===== src/hw/rtl/bpc_divider.sv =====
//------------------------------------------------------------------------------
// bpc_divider
// Pipelined restoring divider, one quotient bit per stage. Unsigned
// operands; a tag travels alongside each transfer.
//------------------------------------------------------------------------------
module bpc_divider #(
   parameter int N_W   = 32,
   parameter int D_W   = 32,
   parameter int TAG_W = 8
) (
   input  logic             clock,
   input  logic             reset,
   input  logic             in_valid,
   input  logic [N_W-1:0]   in_num,
   input  logic [D_W-1:0]   in_den,
   input  logic [TAG_W-1:0] in_tag,
   output logic             out_valid,
   output logic [N_W-1:0]   out_quo,
   output logic [TAG_W-1:0] out_tag
);

   logic             vld_ff [N_W+1];
   logic [N_W-1:0]   num_ff [N_W+1];
   logic [D_W:0]     rem_ff [N_W+1];
   logic [D_W-1:0]   den_ff [N_W+1];
   logic [TAG_W-1:0] tag_ff [N_W+1];

   always_comb begin
      vld_ff[0] = in_valid;
      num_ff[0] = in_num;
      rem_ff[0] = '0;
      den_ff[0] = in_den;
      tag_ff[0] = in_tag;
   end

   // one quotient bit per stage, numerator shifts in from the top
   for (genvar s = 0; s < N_W; s++) begin : g_stage
      logic [D_W+1:0] trial;
      logic [D_W+1:0] shifted;
      logic [D_W:0]   rem_in;
      always_comb begin
         shifted = {rem_ff[s], num_ff[s][N_W-1]};
         trial   = shifted - {2'b00, den_ff[s]};
         rem_in  = trial[D_W+1] ? shifted[D_W:0] : trial[D_W:0];
      end
      always_ff @(posedge clock) begin
         if (reset) begin
            vld_ff[s+1] <= 1'b0;
         end else begin
            vld_ff[s+1] <= vld_ff[s];
         end
         num_ff[s+1] <= {num_ff[s][N_W-2:0], ~trial[D_W+1]};
         rem_ff[s+1] <= rem_in;
         den_ff[s+1] <= den_ff[s];
         tag_ff[s+1] <= tag_ff[s];
      end
   end

   assign out_valid = vld_ff[N_W];
   assign out_quo   = num_ff[N_W];
   assign out_tag   = tag_ff[N_W];

endmodule


===== config.mk =====
export PLATFORM = sky130hd
export DESIGN_NAME = bpc_divider
export DESIGN_NICKNAME = d
export VERILOG_FILES = /design/src/hw/rtl/bpc_divider.sv
export SDC_FILE = /design/constraint.sdc
export NUM_CORES = 2
export LEC_CHECK = 0
export BUFFER_PORTS_ARGS = -buffer_cell sky130_fd_sc_hd__buf_4
export CAP_MARGIN = 20
export CORE_MARGIN = 4
export CORE_UTILIZATION = 55
export CTS_CLUSTER_DIAMETER = 30
export DETAILED_ROUTE_END_ITERATION = 10
export PLACE_DENSITY = 0.67
export SLEW_MARGIN = 20
export SYNTH_ARGS = -nofsm -noshare
export SYNTH_HDL_FRONTEND = slang
export SYNTH_SLANG_ARGS = --single-unit

===== constraint.sdc =====
create_clock -name clock -period 4.6 [get_ports clock]
set_input_delay 0 -clock clock [delete_from_list [all_inputs] [get_ports clock]]
set_output_delay 0 -clock clock [all_outputs]
set_load 0.1 [all_outputs]

## Yosys cells after proc, flatten, opt, wreduce, memory -nomap -nowiden

Cells that the tools add are included.

| word-level totals | value |
|---|---|
| input port bits | 75 |
| logic and storage cells | 254 |
| register bits | 3327 |
| output and inout port bits | 41 |

| cells by class | value |
|---|---|
| $add $sub $neg | 32 |
| muxes and demuxes | 31 |
| bitwise operators | 32 |

Operators with widths:

| operator | count |
|---|---|
| $sub 34x32->34 | 31 |
| $mux 33 | 30 |
| $sub 1x32->33 | 1 |
| $not 1->1 | 32 |
| $mux 1 | 1 |

## Depth between registers and ports, before layout

| logic depth | value |
|---|---|
| word-level depth | 2 |
| gate-level depth with buffers | 17 |
| depth with buffers taken out | 15 |

## Worst setup path after synthesis

Ideal clock, no wire load.

| path | value |
|---|---|
| path type | register -> register |
| start | register den_ff[196] (netlist bit) |
| end | register rem_ff, in the netlist g_stage[27].shifted[25] |
| required time | 4.477 ns |
| slack | 0.448 ns |
| buffers on the path | 1 |
| library setup time | 0.123 ns |
| period minus slack after synthesis | 4.152 ns |
| cell stages (with the launch flop) | 16 |
| arrival | 4.029 ns |
| cell sequence | dfxtp_1 inv_1 ha_1 or4_1 o21ai_1 a2111oi_0 o221a_2 a221o_1 a221o_1 a21oi_2 nor2_1 a311o_1 o41ai_4 xnor2_1 buf_2 mux2_1 |

| between the ends | value |
|---|---|
| longest elaborated chain between the ends | 2 |

Ends and longest elaborated chain:

| what | line | text |
|---|---|---|
| from (decl) | 25 | `logic [D_W-1:0] den_ff [N_W+1];` |
| from (signal, indexed assignment) | 54 | `den_ff[s+1] <= den_ff[s];` |
| $sub 34x32->34 | 43 | `trial = shifted - {2'b00, den_ff[s]};` |
| $mux 33 | 44 | `rem_in = trial[D_W+1] ? shifted[D_W:0] : trial[D_W:0];` |
| named net g_stage[26].rem_in[24] | 40 | `logic [D_W:0] rem_in;` |
| to (signal, indexed assignment) | 53 | `rem_ff[s+1] <= rem_in;` |
| to (decl) | 24 | `logic [D_W:0] rem_ff [N_W+1];` |

The timed path passes the listed nets, and every way through them passes these cells.
A chain may end at the register's enable or synchronous reset.

## Worst setup path after layout

| path | value |
|---|---|
| start | register den_ff[196] (netlist bit) |
| end | register rem_ff, in the netlist g_stage[27].shifted[22] |

The elaborated chain is that of the path after synthesis.

==> key figures <==
CTS
  – Worst-case clock buffer depth: 4
  – Clock Sinks: ~3300
  – Total CTS buffers: 577
  – CTS tree: done
  – Root buf cell: clkbuf_16
  – Clk pin slew, worst setup/hold paths: 0.06 ns
  – Clock latency on the worst-skew pair: 0.95 ns
  – H-tree depth: 6

Synthesis
  – Post-synthesis cell area: 127000 um2
  – Syn avg cell area: 10.3 um2
  – Seq cells post-synth: roughly 3300
  – Yosys top cell by area: dfxtp_1
  – Seq/Total Area, Yosys: 0.525
  – Ys flop type: dfxtp_1
  – Post-synth top area share: 0.525
  – Number of synthesized flops with an enable pin: 0
  – Top cells by area, synth: dfxtp_1, ha_1, xnor2_1
  – Fraction of registers with async set/reset: 0
  – Distinct cells, synth: 76
  – YS warnings: 0
  – Synthesized instance count: 12300

STA
  – Fmax: 226 MHz
  – RSZ-0062 raised after global routing: no
  – Period utilization: 0.961
  – Slew @ Worst Pin: ~1 ns
  – Hold Violations, Final: 0
  – Final Max Slew Viols: 0
  – Rel. slew slack: 0.342
  – Setup violators final: 0
  – Final min period: around 4.4 ns
  – Setup TNS Final: 0 ns
  – Hold_ws: 0.229 ns
  – Final setup skew: 0.0557 ns

Finish
  – Area of the multi-input gates: roughly 55000 um2
  – Nets: 14100
  – Fill count: 17500
  – Area Overhead vs Synth: 20.8%
  – Share of cells above drive strength 1: 0.127
  – Most common cell after layout, fill and taps aside: dfxtp_1
  – Register Area: around 67000 um2
  – Highest-count cells in the layout ignoring fill and taps: dfxtp_1, inv_1, ha_1

Placement
  – # port buffers: 115
  – Routability cong.: 0.900
  – DPL Wire Length: 204000 um

Global route
  – First-pass GRT wire length: 443000 um
  – Gr ovfl total: 0
  – Initial antenna violation count: 9
  – GR Util All Layers: 0.227
  – Vias in the first global route: 87600
  – Largest net degree at the start of global routing: 66

Setup path
  – Crit Path Category: flip-flop to flip-flop
  – FF-to-FF End: g_stage[27].shifted[22]
  – WP data required: ~5.4 ns
  – Peak fanout along the critical path: 8
  – WP data arrival: ~5.2 ns
  – Most frequent CP cell: a221o_1
  – FF-to-FF path depth: 15
  – Critical Path Start Type: flip-flop
  – Worst-path cell chain: inv_1 -> ha_1 -> or4_1 -> o21ai_2 -> a2111oi_4 -> o221a_4 -> a221o_1 -> a221o_1 -> a21oi_2 -> nor2_2 -> a311o_1 -> o41ai_4 -> xnor2_4 -> clkbuf_16 -> mux2_1
  – Critical path's largest stage delay: around 0.54 ns
  – R2R setup slack: around 0.18 ns
  – CP bufs+invs: 2
  – Crit-path leading delay family: compound AO/OA/AOI/OAI gates
  – Critical path's slowest cell: or4_1
  – Crit Reg-Reg Startpoint: den_ff[196]
  – Critical Path End Type: flip-flop

Power
  – Max VDD drop: 0.000560 V
  – P_leak: 71.3 nW
  – Pwr Density: 905 nW/um2

Detailed routing
  – DR pass1 iterations: 6
  – Final ANT Viol Nets: 0
  – Via density per instance: 5.25
  – DRC violations left: 0
  – Post-DR wirelength/cell: 16.8 um
  – Drt total wl: approximately 280000 um
  – DR vias: 86500
  – First DRT Iteration DRCs: 4795

Floorplan
  – Die outline width: 488 um
  – Row count: 176
  – Initial Util: 0.552
  – Core Area: 230000 um2
  – Die area: 238000 um2
  – Die height: 488 um
  – I/O Pins: 116

Min path
  – Hold path cells: 3
  – Worst hold endpoint: tag_ff[250]
  – Hold_sp: in_tag[2]
  – Hold/Removal Path Class: input port to flip-flop

Flow run
  – Max-cap viol count: 0

Outcome
  – Status: finished clean
-- how the worst max path moves through the flow --
stage / from / end / slack (ns) / cells after the start
2_1_floorplan: den_ff[196] / g_stage[27].shifted[25] / 0.45 / 15
3_3_place_gp: den_ff[204] / g_stage[27].shifted[3] / 0.07 / 15
3_5_place_dp: den_ff[204] / g_stage[27].shifted[12] / 0.01 / 15
4_1_cts: den_ff[204] / g_stage[27].shifted[12] / 0.14 / 15
5_1_grt: den_ff[679] / g_stage[12].shifted[7] / 0.006 / 14
6_report: den_ff[196] / g_stage[27].shifted[22] / 0.18 / 15
-- sequential cells by signal (all words and copies together) (netlist names) --
signal / flops
num_ff: 961
tag_ff: 248
den_ff: 992
out_valid: 1
g_stage.shifted: 1054
out_tag: 8
vld_ff: 31
out_quo: 32
-- cell usage after synthesis, types with 151 or more instances --
master	n
nand3_1	151
inv_1	1265
nor2b_1	171
nand2_1	831
a21oi_1	738
xnor2_1	553
nor2_1	394
dfxtp_1	3327
o21ai_0	863
mux2_2	411
a21o_1	522
clkbuf_1	180
o21a_1	153
xor2_1	317
ha_1	993
-- what timing repair did --
item	CTS	global route
hold endpoints to repair	121	0
buffers inserted	0	4
hold buffers	149	0
resized for setup	1	16
pin swaps	0	5
endpoints found under the setup margin	8	114
cloned	0	3
-- cell families (layout without fill, tap and decap cells) --
group	count (synthesis)	in the layout	share of synthesized area
adders and majority gates	1023	1023	0.103
buffers and inverters	1500	2666	0.0456
and+or+nand+nor	2102	2102	0.0781
muxes	477	477	0.0420
xor gates and xnor gates	870	870	0.0601
other	1	19	0.0000296
DFF	3327	3327	0.525
AOI/OAI and AO/OA	2966	2966	0.146
-- final cells by class --
type | count | share of cell area
sequential | 3327 | 0.435
multi-input combinational | 7454 | 0.358
clock buffer | 691 | 0.101
inverter | 1265 | 0.0310
clock inverter | 346 | 0.0272
tap | 3026 | 0.0247
timing repair buffer | 364 | 0.0227
antenna | 3 | 0.0000490
-- power breakdown --
| part | internal, mW | switching [mW] | leakage, nW | total (mW) |
|---|---|---|---|---|
| clock | 27.2 | 14.8 | 9.45 | 42.0 |
| combinational | 25.1 | 29.4 | 33.8 | 54.4 |
| sequential | 37.4 | 4.74 | 28.0 | 42.1 |
-- per-stage QoR --
step / setup slack (ns) / total power, mW / utilization / cell area (um2) / cells
6_report: 0.178 / 139 / 0.667 / 153000 / 16500
5_1_grt: 0.00553 / 148 / 0.667 / 153000 / 16500
4_1_cts: 0.141 / 139 / 0.666 / 153000 / 16500
3_5_place_dp: 0.0147 / 96.0 / 0.574 / 132000 / 15300
3_3_place_gp: 0.0651 / 94.7 / 0.574 / 132000 / 15300
2_1_floorplan: 0.448 / 82.2 / - / 127000 / 12300
-- tightest hold or removal path, stage by stage --
cell and delay [ns]:
dlygate4sd3_1 0.53, buf_4 0.10, dlygate4sd3_1 0.52
-- metal layers --
layer	global-route usage	up-vias	wire length [um]
li1	-	43600	-
met1	0.261	40400	115000
met2	0.417	1885	141000
met3	0.0370	694	11100
met4	0.0966	2	10700
met5	0	-	11
Note: power is estimated with default switching activity, not from simulation.
